## config.mk

```make
export PLATFORM = sky130hd
export DESIGN_NAME = hmes_ctrl
export DESIGN_NICKNAME = d
export VERILOG_FILES = /design/src/hdl/hmes_pkg.sv /design/src/hdl/hmes_ctrl.sv
export SDC_FILE = /design/constraint.sdc
export NUM_CORES = 1
export LEC_CHECK = 0
export ABC_AREA = 0
export BUFFER_PORTS_ARGS = -buffer_cell sky130_fd_sc_hd__clkbuf_2
export CAP_MARGIN = 20
export CORE_AREA = 2 2 39 41
export DETAILED_ROUTE_END_ITERATION = 12
export DIE_AREA = 0 0 41 43
export HOLD_SLACK_MARGIN = 0.02
export MAX_ROUTING_LAYER = met4
export SLEW_MARGIN = 5
export SYNTH_ARGS = -nofsm -noshare
export SYNTH_HDL_FRONTEND = slang
export SYNTH_SLANG_ARGS = --single-unit
```

## constraint.sdc

```tcl
create_clock -name clock -period 1.3 [get_ports clock]
set_input_delay 0.13 -clock clock [delete_from_list [all_inputs] [get_ports clock]]
set_output_delay 0.13 -clock clock [all_outputs]
set_load 0.02 [all_outputs]
```

## src/hdl/hmes_pkg.sv

```systemverilog
// shared types, constants and helper functions of the heightmap smoother
package hmes_pkg;

   // payload and register widths
   localparam int MODE_W   = 1;
   localparam int SAMPLE_W = 8;
   localparam int HEIGHT_W = 24;
   localparam int WIDTH_W  = 10;
   localparam int DEPTH_W  = 13;
   localparam int SCALE_W  = 16;
   localparam int CSR_IDX_W  = 2;
   localparam int CSR_DATA_W = 16;

   localparam int MAX_WIDTH_DEFAULT = 512;

   // register indexes
   localparam logic [CSR_IDX_W-1:0] REG_MAP_WIDTH    = 2'd0;
   localparam logic [CSR_IDX_W-1:0] REG_MAP_DEPTH    = 2'd1;
   localparam logic [CSR_IDX_W-1:0] REG_HEIGHT_SCALE = 2'd2;

   localparam logic [WIDTH_W-1:0] MAP_WIDTH_RESET    = 10'd256;
   localparam logic [DEPTH_W-1:0] MAP_DEPTH_RESET    = 13'd256;
   localparam logic [SCALE_W-1:0] HEIGHT_SCALE_RESET = 16'd256;

   localparam logic [DEPTH_W-1:0] DEPTH_LIMIT = 13'd4096;
   localparam int                 DIM_MIN     = 2;

   // item modes
   localparam logic [MODE_W-1:0] MODE_SAMPLE = 1'b0;
   localparam logic [MODE_W-1:0] MODE_FLUSH  = 1'b1;

   // results allowed per item
   localparam int BUDGET_W = 2;
   localparam logic [BUDGET_W-1:0] BUDGET_SAMPLE = 2'd2;
   localparam logic [BUDGET_W-1:0] BUDGET_FLUSH  = 2'd1;

   // arithmetic widths
   localparam int SUM_W   = 12;   // up to nine samples
   localparam int PROD_W  = 28;   // sum times scale
   localparam int QUOT_W  = 16;   // mean times scale over full-scale sample
   localparam int DIV_W   = 12;
   localparam int RECIP_W = 31;
   localparam int RECIP_SHIFT = 40;
   localparam int RECIP_PROD_W = PROD_W + RECIP_W;

   localparam int SAMPLE_FULL = 255;
   localparam logic [DIV_W-1:0] DIV_CORNER = 12'(SAMPLE_FULL * 4);
   localparam logic [DIV_W-1:0] DIV_SIDE   = 12'(SAMPLE_FULL * 6);
   localparam logic [DIV_W-1:0] DIV_INNER  = 12'(SAMPLE_FULL * 9);

   localparam logic [63:0] RECIP_ONE = 64'd1 << RECIP_SHIFT;
   localparam logic [RECIP_W-1:0] RECIP_CORNER = 31'(RECIP_ONE / 64'(DIV_CORNER));
   localparam logic [RECIP_W-1:0] RECIP_SIDE   = 31'(RECIP_ONE / 64'(DIV_SIDE));
   localparam logic [RECIP_W-1:0] RECIP_INNER  = 31'(RECIP_ONE / 64'(DIV_INNER));

   typedef enum logic [2:0] {
      ST_IDLE,
      ST_CHECK,
      ST_READ,
      ST_DRAIN,
      ST_MUL1,
      ST_MUL2,
      ST_MUL3,
      ST_EMIT
   } hmes_state_type;

   typedef struct packed {
      logic accept;
      logic start;
      logic issue;
      logic mul1;
      logic mul2;
      logic mul3;
      logic emit;
   } hmes_cmd_type;

   typedef struct packed {
      logic vertex_ready;
      logic tap_last;
      logic out_free;
   } hmes_status_type;

   // 255 times the neighbor count: corner 4, side 6, interior 9
   function automatic logic [DIV_W-1:0] divisor_of(input logic edge_z, input logic edge_x);
      logic [DIV_W-1:0] d;
      if (edge_z && edge_x) d = DIV_CORNER;
      else if (edge_z || edge_x) d = DIV_SIDE;
      else d = DIV_INNER;
      return d;
   endfunction

   function automatic logic [RECIP_W-1:0] recip_of(input logic edge_z, input logic edge_x);
      logic [RECIP_W-1:0] r;
      if (edge_z && edge_x) r = RECIP_CORNER;
      else if (edge_z || edge_x) r = RECIP_SIDE;
      else r = RECIP_INNER;
      return r;
   endfunction

endpackage

```

## src/hdl/hmes_ctrl.sv

```systemverilog
// sequencer: accepts items, walks the 3x3 taps and the divide steps per vertex
module hmes_ctrl (
   input  logic                     clock,
   input  logic                     reset,
   input  logic                     req_valid,
   input  logic [hmes_pkg::MODE_W-1:0] req_mode,
   output logic                     req_ready,
   input  hmes_pkg::hmes_status_type status,
   output hmes_pkg::hmes_cmd_type    cmd
);
   import hmes_pkg::*;

   hmes_state_type        state_ff, state_in;
   logic [BUDGET_W-1:0]   budget_ff, budget_in;

   always_ff @(posedge clock) begin
      if (reset) begin
         state_ff  <= ST_IDLE;
         budget_ff <= '0;
      end else begin
         state_ff  <= state_in;
         budget_ff <= budget_in;
      end
   end

   // next state
   always_comb begin
      state_in  = state_ff;
      budget_in = budget_ff;
      unique case (state_ff)
         ST_IDLE: begin
            if (req_valid) begin
               state_in  = ST_CHECK;
               budget_in = (req_mode == MODE_FLUSH) ? BUDGET_FLUSH : BUDGET_SAMPLE;
            end
         end
         ST_CHECK: begin
            if (budget_ff != '0 && status.vertex_ready) state_in = ST_READ;
            else state_in = ST_IDLE;
         end
         ST_READ: begin
            if (status.tap_last) state_in = ST_DRAIN;
         end
         ST_DRAIN: state_in = ST_MUL1;
         ST_MUL1:  state_in = ST_MUL2;
         ST_MUL2:  state_in = ST_MUL3;
         ST_MUL3:  state_in = ST_EMIT;
         ST_EMIT: begin
            if (status.out_free) begin
               state_in  = ST_CHECK;
               budget_in = budget_ff - 2'd1;
            end
         end
         default: state_in = ST_IDLE;
      endcase
   end

   // outputs
   always_comb begin
      cmd       = '0;
      req_ready = 1'b0;
      unique case (state_ff)
         ST_IDLE: begin
            req_ready  = 1'b1;
            cmd.accept = req_valid;
         end
         ST_CHECK: cmd.start = (budget_ff != '0) && status.vertex_ready;
         ST_READ:  cmd.issue = 1'b1;
         ST_DRAIN: ;
         ST_MUL1:  cmd.mul1 = 1'b1;
         ST_MUL2:  cmd.mul2 = 1'b1;
         ST_MUL3:  cmd.mul3 = 1'b1;
         ST_EMIT:  cmd.emit = status.out_free;
         default: ;
      endcase
   end

endmodule

```

==> impl_metrics.json, run 1 <==
{
  "cts_root_buffer": "clkbuf_4",
  "cts.hold.buffers_added": 0,
  "max-vdd-ir-drop_uv": 405,
  "final_core_util_pct": 44.4,
  "cp_data_arrival_time_ns": 1.14,
  "cts_sinks": 5,
  "fin_cells": 81,
  "dr_total_vias": 374,
  "synth_cell_types": 25,
  "start_kind": "flop",
  "fin_skew_ns": 0.000425,
  "place.gp.congestion": 0.662,
  "postRouteAntennaNets": 0,
  "dp_hpwl_um": 643,
  "cp_num_buf_inv": 2,
  "antenna_found_initial": 0,
  "synth.area.top_cells": "dfxtp_1 25%, nor4b_4 6.1%, buf_6 5.7%, a2bb2oi_1 4.5%, o32ai_2 4.1%",
  "syn_nets": 51,
  "hold_class": "primary input to flop",
  "max-cap-violations": 0,
  "core.rowCount": 14,
  "first_pass_iters": 4,
  "end_kind": "primary output",
  "first_global_vias": 364,
  "total_power_mw": 0.557,
  "cts_buffers": 3,
  "syn_to_final_growth_pct": 56.4,
  "drtIter0Drc": 6,
  "synthCells": 43,
  "critical-path-top-delay-family": "flip-flops",
  "crit_chain": "inv_2 -> ha_2 -> nand2b_4 -> nor3_2 -> buf_4",
  "setup_viol": 0,
  "yosysTopAreaCellShare_pct": 25.5,
  "cts_tree": "yes",
  "crit_path_max_fanout": 2,
  "fp.dieArea_um2": 1760,
  "p_clk_share_pct": 31.1,
  "finalMaxSlewViolations": 0,
  "relSlewSlack_pct": 84.6,
  "viasPerCell": 4.62,
  "period_share_pct": 98.0,
  "io_buffers": 14,
  "pre_cts_slack_ns": 0.0758,
  "hold_viol": 0,
  "grt_pass1_wl_um": 1460,
  "drc_errors": 0,
  "core_area_um2": 1380,
  "max_stage_delay_ns": 0.32,
  "worstHoldStart": "reset",
  "crit_type": "flop to primary output",
  "cts_buffer_depth": 2,
  "layout-drive-gt1-share_pct": 64.6,
  "intPower_mw": 0.393,
  "clk-insertion-delay-late_ns": 0.23,
  "cp.required_ns": 1.17,
  "die_y_um": 43,
  "max_freq_mhz": 785,
  "ys_ff_latch": 5,
  "synthesis.area_um2": 393,
  "critPathSlowestCell": "dfxtp_2",
  "synth_largest_area_cell": "dfxtp_1",
  "rsz0062_at_grt": "true",
  "grt_overflow": 0,
  "die_x_um": 41,
  "dp.cells": 72,
  "ys_seq_area_share_pct": 25.5,
  "p_per_area_nw_per_um2": 907,
  "grt_start_max_net_pins": 9,
  "grt_usage_pct": 12.7,
  "post_drt_wl_per_cell_um": 11.4,
  "pwr-share-seq_pct": 32.5,
  "postSynthAreaPerCell_um2": 9.14,
  "setup-tns-final_ns": 0,
  "comb_power_share_pct": 36.4,
  "num_antenna_cells": 0,
  "start_util_pct": 28.4,
  "status": "completed",
  "switching_share_pct": 29.5,
  "power.net_switching_mw": 0.164,
  "ios": 15,
  "reg2reg_from": "state_ff[1]$_SDFFE_PP0P_",
  "cts.htree.levels": 1,
  "clk_pin_slew_ns": 0.04,
  "setup_ws_ns": 0.0258,
  "startpoint": "budget_ff[0]$_SDFFE_PP0P_",
  "yosys_warnings": 0,
  "layout.nets": 74,
  "tightestPinTransition_ns": 0.230,
  "leakage_nw": 0.289,
  "final.min_clock_period_ns": 1.27,
  "wl_um": 923
}
==> timing repair <==
item,4_1_cts,5_1_grt
setup buffers,5,0
resized for setup,14,13
pin swaps,2,1
endpoints found under the hold margin,0,0
setup endpoints to repair,7,9
==> cell usage after synthesis, drive strengths merged <==
| cell | count |
|---|---|
| o221ai | 1 |
| ha | 1 |
| mux2 | 1 |
| o22a | 1 |
| o31ai | 1 |
| nand2b | 2 |
| nor4b | 1 |
| nor3b | 2 |
| a21oi | 1 |
| nand2 | 3 |
| a2bb2oi | 2 |
| buf | 4 |
| and4 | 1 |
| inv | 4 |
| dfxtp | 5 |
| nor3 | 3 |
| and3 | 1 |
| o32ai | 1 |
| and3b | 1 |
| nor2 | 4 |
| o21ai | 1 |
| mux2i | 1 |
| a211oi | 1 |
==> registers in the layout, summed over array words and instances (netlist names) <==
| register | cells |
|---|---|
| state_ff | 3 |
| budget_ff | 2 |
==> through the flow <==
step | hold WS (ns) | instance area [um^2]
floorplan | 0.202 | 398
global placement | 0.401 | 488
detailed placement | 0.410 | 488
CTS | 0.144 | 588
global route | 0.162 | 614
finish | 0.156 | 614
==> layer usage <==
metal	global-route usage [%]	vias to the layer above	share of wire (%)
met5	-	-	0
met4	8.00	0	0
met3	3.14	0	6.1
met2	17.5	11	49
met1	15.9	166	45
li1	-	197	-
==> final timing paths <==
| check | end | slack, ns | depth (start not counted) |
|---|---|---|---|
| max | cmd[5] | 0.03 | 5 |
| min | state_ff[0]$_SDFFE_PP0P_ | 0.16 | 2 |
| min reg2reg | budget_ff[0]$_SDFFE_PP0P_ | 0.47 | 2 |
| max reg2reg | budget_ff[0]$_SDFFE_PP0P_ | 0.05 | 5 |
==> power groups by stage <==
stage / logic [mW] / registers, mW / clock network (mW)
after floorplan: 0.106 / 0.181 / 0
after global placement: 0.152 / 0.185 / 0
after detailed placement: 0.154 / 0.186 / 0
after CTS: 0.193 / 0.181 / 0.184
after global routing: 0.222 / 0.183 / 0.196
final: 0.203 / 0.181 / 0.173
==> cells in the final DEF (no fill, tap or decap), drive strengths merged <==
cell type,Yosys,layout
a2bb2oi,2,2
nor4b,1,1
and3,1,1
dfxtp,5,5
inv,4,4
nand2,3,3
mux2,1,1
and3b,1,1
nor3b,2,2
and4,1,1
ha,1,1
nor2,4,4
clkbuf,0,11
a211oi,1,1
mux2i,1,1
o32ai,1,1
nand2b,2,2
o221ai,1,1
buf,4,15
o22a,1,1
o21ai,1,1
a21oi,1,1
nor3,3,3
o31ai,1,1
==> logic make-up after synthesis <==
kind of cell	Yosys count	share of synthesized area (%)
and+or+nand+nor	18	31.5
AOI/OAI and AO/OA	9	20.7
buffers and inverters	8	12.7
DFF	5	25.5
muxes	2	6.37
adders and majority gates	1	3.18
==> cell type report <==
cell class	instances	area, um^2
fillers	145	769
multi-input cells	30	275
repair buffers	22	165
flip-flops and latches	5	113
clock buffers	4	26.3
well taps	16	20.0
inverters	4	15.0
Note: power is estimated with default switching activity, not from simulation.
==> run 2, diff against run 1 <==
--- a/config.mk
+++ b/config.mk
@@ -13,6 +13,7 @@
 export DIE_AREA = 0 0 41 43
 export HOLD_SLACK_MARGIN = 0.02
 export MAX_ROUTING_LAYER = met4
+export SETUP_SLACK_MARGIN = 0.2
 export SLEW_MARGIN = 5
 export SYNTH_ARGS = -nofsm -noshare
 export SYNTH_HDL_FRONTEND = slang
==> impl_metrics.json, run 2 (synthesized netlist as in run 1, its figures left out) <==
{
  "status": "complete, but fails checks",
  "violations": "negative setup slack",
  "start_util_pct": 28.4,
  "antenna_found_initial": 0,
  "start_kind": "flop",
  "finalMaxSlewViolations": 0,
  "core_area_um2": 1380,
  "clk-insertion-delay-late_ns": 0.24,
  "hold_viol": 0,
  "grt_usage_pct": 14.7,
  "place.gp.congestion": 0.687,
  "dp_hpwl_um": 677,
  "top_layer_used": "met4",
  "drtIter0Drc": 5,
  "syn_to_final_growth_pct": 89.8,
  "route.met3.wl_um": 59,
  "drc_errors": 0,
  "layout.nets": 83,
  "setup_viol": 1,
  "setup-tns-final_ns": -0.0341,
  "dr_total_vias": 449,
  "crit_path_max_fanout": 5,
  "power.net_switching_mw": 0.190,
  "leakage_nw": 0.354,
  "viasPerCell": 4.99,
  "cts_buffers": 3,
  "max-vdd-ir-drop_uv": 391,
  "reg2reg_from": "state_ff[1]$_SDFFE_PP0P_",
  "route.met2.wl_um": 655,
  "postRouteAntennaNets": 0,
  "hold_class": "primary input to flop",
  "pwr-share-seq_pct": 29.5,
  "post_drt_wl_per_cell_um": 13.3,
  "comb_power_share_pct": 42.5,
  "dp.cells": 74,
  "relSlewSlack_pct": 83.5,
  "cp_data_arrival_time_ns": 1.20,
  "core.rowCount": 14,
  "switching_share_pct": 30.4,
  "grt_pass1_wl_um": 1680,
  "end_kind": "primary output",
  "first_pass_iters": 4,
  "tightestPinTransition_ns": 0.246,
  "grt_start_max_net_pins": 8,
  "wl_um": 1190,
  "clk_pin_slew_ns": 0.05,
  "max-cap-violations": 0,
  "die_y_um": 43,
  "critPathSlowestCell": "dfxtp_4",
  "period_share_pct": 103,
  "die_x_um": 41,
  "cp.required_ns": 1.17,
  "setup_ws_ns": -0.0341,
  "cts_root_buffer": "clkbuf_4",
  "final_common_cell": "buf_4",
  "num_antenna_cells": 0,
  "fin_skew_ns": 0.00554,
  "worstHoldStart": "reset",
  "first_global_vias": 449,
  "intPower_mw": 0.435,
  "largest_reg_flops": 3,
  "final_cell_mix": "15 x buf_4, 7 x buf_6, 6 x clkbuf_2",
  "largestRegisters": "state_ff: 3 flops, budget_ff: 2 flops",
  "fin_cells": 90,
  "crit_type": "flop to primary output",
  "p_per_area_nw_per_um2": 839,
  "cts.htree.levels": 1,
  "io_buffers": 14,
  "grt_overflow": 0,
  "hold-worst-slack_ns": 0.161,
  "max_freq_mhz": 750,
  "layout-drive-gt1-share_pct": 75.7,
  "startpoint": "state_ff[1]$_SDFFE_PP0P_",
  "crit_chain": "buf_4 -> nand2b_4 -> nor3_2 -> buf_4",
  "rsz0062_at_grt": "true",
  "cts_buffer_depth": 2,
  "regMostFlops": "state_ff",
  "pre_cts_slack_ns": 0.0423,
  "met1_length_um": 459,
  "ios": 15,
  "total_power_mw": 0.626,
  "cts_sinks": 5,
  "max_stage_delay_ns": 0.35,
  "crit_path_frequent_cell": "buf_4",
  "fp.dieArea_um2": 1760,
  "final.min_clock_period_ns": 1.33,
  "cts_tree": "yes",
  "p_clk_share_pct": 28.0
}
==> run 2: what timing repair did <==
item,CTS,global route
buffers inserted,9,3
gates resized for setup,21,17
pin swaps,6,5
hold buffers,0,0
endpoints found under the setup margin,12,12
gates cloned,0,0
==> run 2: cell type report <==
class	count	area [um^2]
Fill cell	121	638
Multi-Input combinational cell	30	302
Timing Repair Buffer	31	270
Sequential cell	5	113
Clock buffer	4	26.3
Tap cell	16	20.0
Inverter	4	15.0
==> run 2: worst paths after layout <==
kind                            slack (ns)  depth (start not counted)                   endpoint
worst max register to register        0.02                          5  budget_ff[0]$_SDFFE_PP0P_
worst min register to register        0.46                          2  budget_ff[0]$_SDFFE_PP0P_
worst min-delay path                  0.16                          2   state_ff[2]$_SDFFE_PP0P_
worst max-delay path                 -0.03                          4                     cmd[5]
==> run 2: stage by stage <==
stage / instance area, um^2 / util, %
after global routing: 746 / 53.9
final: 746 / 53.9
after CTS: 681 / 49.2
after detailed placement: 507 / 36.6
after floorplan: 414 / -
after global placement: 507 / 36.6
==> run 2: power groups by stage <==
stage,clock [mW],sequential (mW),combinational (mW)
2_1_floorplan,0,0.181,0.112
3_3_place_gp,0,0.194,0.147
3_5_place_dp,0,0.195,0.148
4_1_cts,0.180,0.183,0.220
5_1_grt,0.197,0.186,0.287
6_report,0.175,0.184,0.266
==> run 2: metal layers <==
metal | up-vias | global-route usage (%)
li1 | 218 | -
met1 | 216 | 13.5
met2 | 13 | 24.7
met3 | 2 | 3.66
met4 | 0 | 10.0
met5 | - | -
==> run 2: worst max-delay path, delay by kind of cell (launching register included) <==
kind / cells / cell delay [ns]
simple gates: 2 / 0.30
flops: 1 / 0.35
buf+inv: 2 / 0.31
==> run 3, diff against run 2 <==
==> constraint.sdc (replaced) <==
create_clock -name clock -period 1.2 [get_ports clock]
set_input_delay 0.12 -clock clock [delete_from_list [all_inputs] [get_ports clock]]
set_output_delay 0.12 -clock clock [all_outputs]
set_load 0.02 [all_outputs]
==> impl_metrics.json, run 3 (synthesized netlist as in run 1, its figures left out) <==
{
  "cts_root_buffer": "clkbuf_4",
  "dp.cells": 74,
  "grt_overflow": 0,
  "num_antenna_cells": 0,
  "syn_to_final_growth_pct": 87.6,
  "period_share_pct": 109,
  "max_stage_delay_ns": 0.33,
  "ios": 15,
  "hold_class": "primary input to flop",
  "relSlewSlack_pct": 82.7,
  "setup_viol": 5,
  "grt_pass1_wl_um": 1660,
  "tightestPinTransition_ns": 0.258,
  "largest_reg_flops": 3,
  "fin_cells": 88,
  "max-cap-violations": 0,
  "dp_hpwl_um": 660,
  "core.rowCount": 14,
  "p_per_area_nw_per_um2": 890,
  "hold_viol": 0,
  "crit_type": "flop to primary output",
  "largestRegisters": "state_ff: 3 flops, budget_ff: 2 flops",
  "drc_errors": 0,
  "final_common_cell": "buf_4",
  "clk_pin_slew_ns": 0.05,
  "cts_buffer_depth": 2,
  "regMostFlops": "state_ff",
  "core_area_um2": 1380,
  "post_drt_wl_per_cell_um": 11.8,
  "viasPerCell": 4.72,
  "critical-path-top-delay-family": "flip-flops",
  "max-vdd-ir-drop_uv": 436,
  "setup_ws_ns": -0.113,
  "violations": "negative setup slack",
  "layout.nets": 81,
  "max_freq_mhz": 762,
  "finalMaxSlewViolations": 0,
  "layout-drive-gt1-share_pct": 75.0,
  "end_kind": "primary output",
  "status": "complete, but fails checks",
  "cts_buffers": 3,
  "die_y_um": 43,
  "drtIter0Drc": 1,
  "dr_total_vias": 415,
  "place.gp.congestion": 0.705,
  "crit_path_max_fanout": 2,
  "leakage_nw": 0.337,
  "start_util_pct": 28.4,
  "fin_skew_ns": 0.00163,
  "first_pass_iters": 2,
  "rsz0062_at_grt": "true",
  "clk-insertion-delay-late_ns": 0.24,
  "cp_data_arrival_time_ns": 1.19,
  "grt_start_max_net_pins": 9,
  "cp_num_buf_inv": 2,
  "start_kind": "flop",
  "final.min_clock_period_ns": 1.31,
  "die_x_um": 41,
  "cts_sinks": 5,
  "wl_um": 1030,
  "cts.htree.levels": 1,
  "postRouteAntennaNets": 0,
  "critPathSlowestCell": "dfxtp_2",
  "fp.dieArea_um2": 1760,
  "io_buffers": 14,
  "grt_usage_pct": 14.2,
  "total_power_mw": 0.656,
  "cts_tree": "yes",
  "cp.required_ns": 1.08,
  "first_global_vias": 401,
  "crit_chain": "inv_2 -> ha_4 -> nand2b_4 -> nor3_2 -> buf_4",
  "antenna_found_initial": 0,
  "final_cell_mix": "10 x buf_4, 9 x buf_6, 6 x clkbuf_2"
}
-- run 3: cell type report --
| class | count | area (um^2) |
|---|---|---|
| Tap cell | 16 | 20.0 |
| Fill cell | 136 | 647 |
| Timing Repair Buffer | 29 | 263 |
| Sequential cell | 5 | 114 |
| Inverter | 4 | 15.0 |
| Clock buffer | 4 | 26.3 |
| Multi-Input combinational cell | 30 | 299 |
-- run 3: timing repair --
item / 4_1_cts / 5_1_grt
pin swaps: 8 / 4
hold buffers: 0 / 0
setup endpoints to repair: 12 / 13
hold endpoints to repair: 0 / 0
gates resized for setup: 30 / 9
setup buffers: 9 / 1
-- run 3: stage by stage --
step / util (%) / setup WS (ns) / instance area, um^2 / setup TNS [ns] / hold slack [ns]
after floorplan: - / -0.00225 / 434 / -0.00448 / 0.185
after global placement: 37.8 / 0.0637 / 523 / 0 / 0.389
after detailed placement: 37.8 / 0.0430 / 523 / 0 / 0.399
after CTS: 51.3 / -0.184 / 709 / -0.328 / 0.139
after global routing: 53.3 / -0.165 / 737 / -0.519 / 0.146
final: 53.3 / -0.113 / 737 / -0.182 / 0.147
-- run 3: power by group --
part,switching (mW),internal (mW)
clock,0.0722,0.126
sequential,0.0184,0.181
combinational,0.109,0.149
-- run 3: worst register-to-register path, stage by stage (launching register included) --
cell and delay, ns:
dfxtp_4 0.35, nor4b_4 0.32, buf_4 0.19, o22a_1 0.13, o31ai_2 0.07
-- run 3: final timing paths --
path / start / slack [ns] / end / cells after the start
setup / recovery: budget_ff[0]$_SDFFE_PP0P_ / -0.11 / cmd[5] / 5
hold / removal: reset / 0.15 / state_ff[2]$_SDFFE_PP0P_ / 2
setup reg to reg: state_ff[0]$_SDFFE_PP0P_ / 0.01 / budget_ff[0]$_SDFFE_PP0P_ / 4
hold reg to reg: budget_ff[1]$_SDFFE_PP0P_ / 0.49 / budget_ff[1]$_SDFFE_PP0P_ / 2
-- run 3: layer usage --
layer  GRT usage, %  wire length (um)  part of all wire [%]
met2           22.2               527                    51
met3           1.57                47                   4.5
met5              -                 0                     0
met1           16.8               439                    42
met4           8.00                19                   1.8
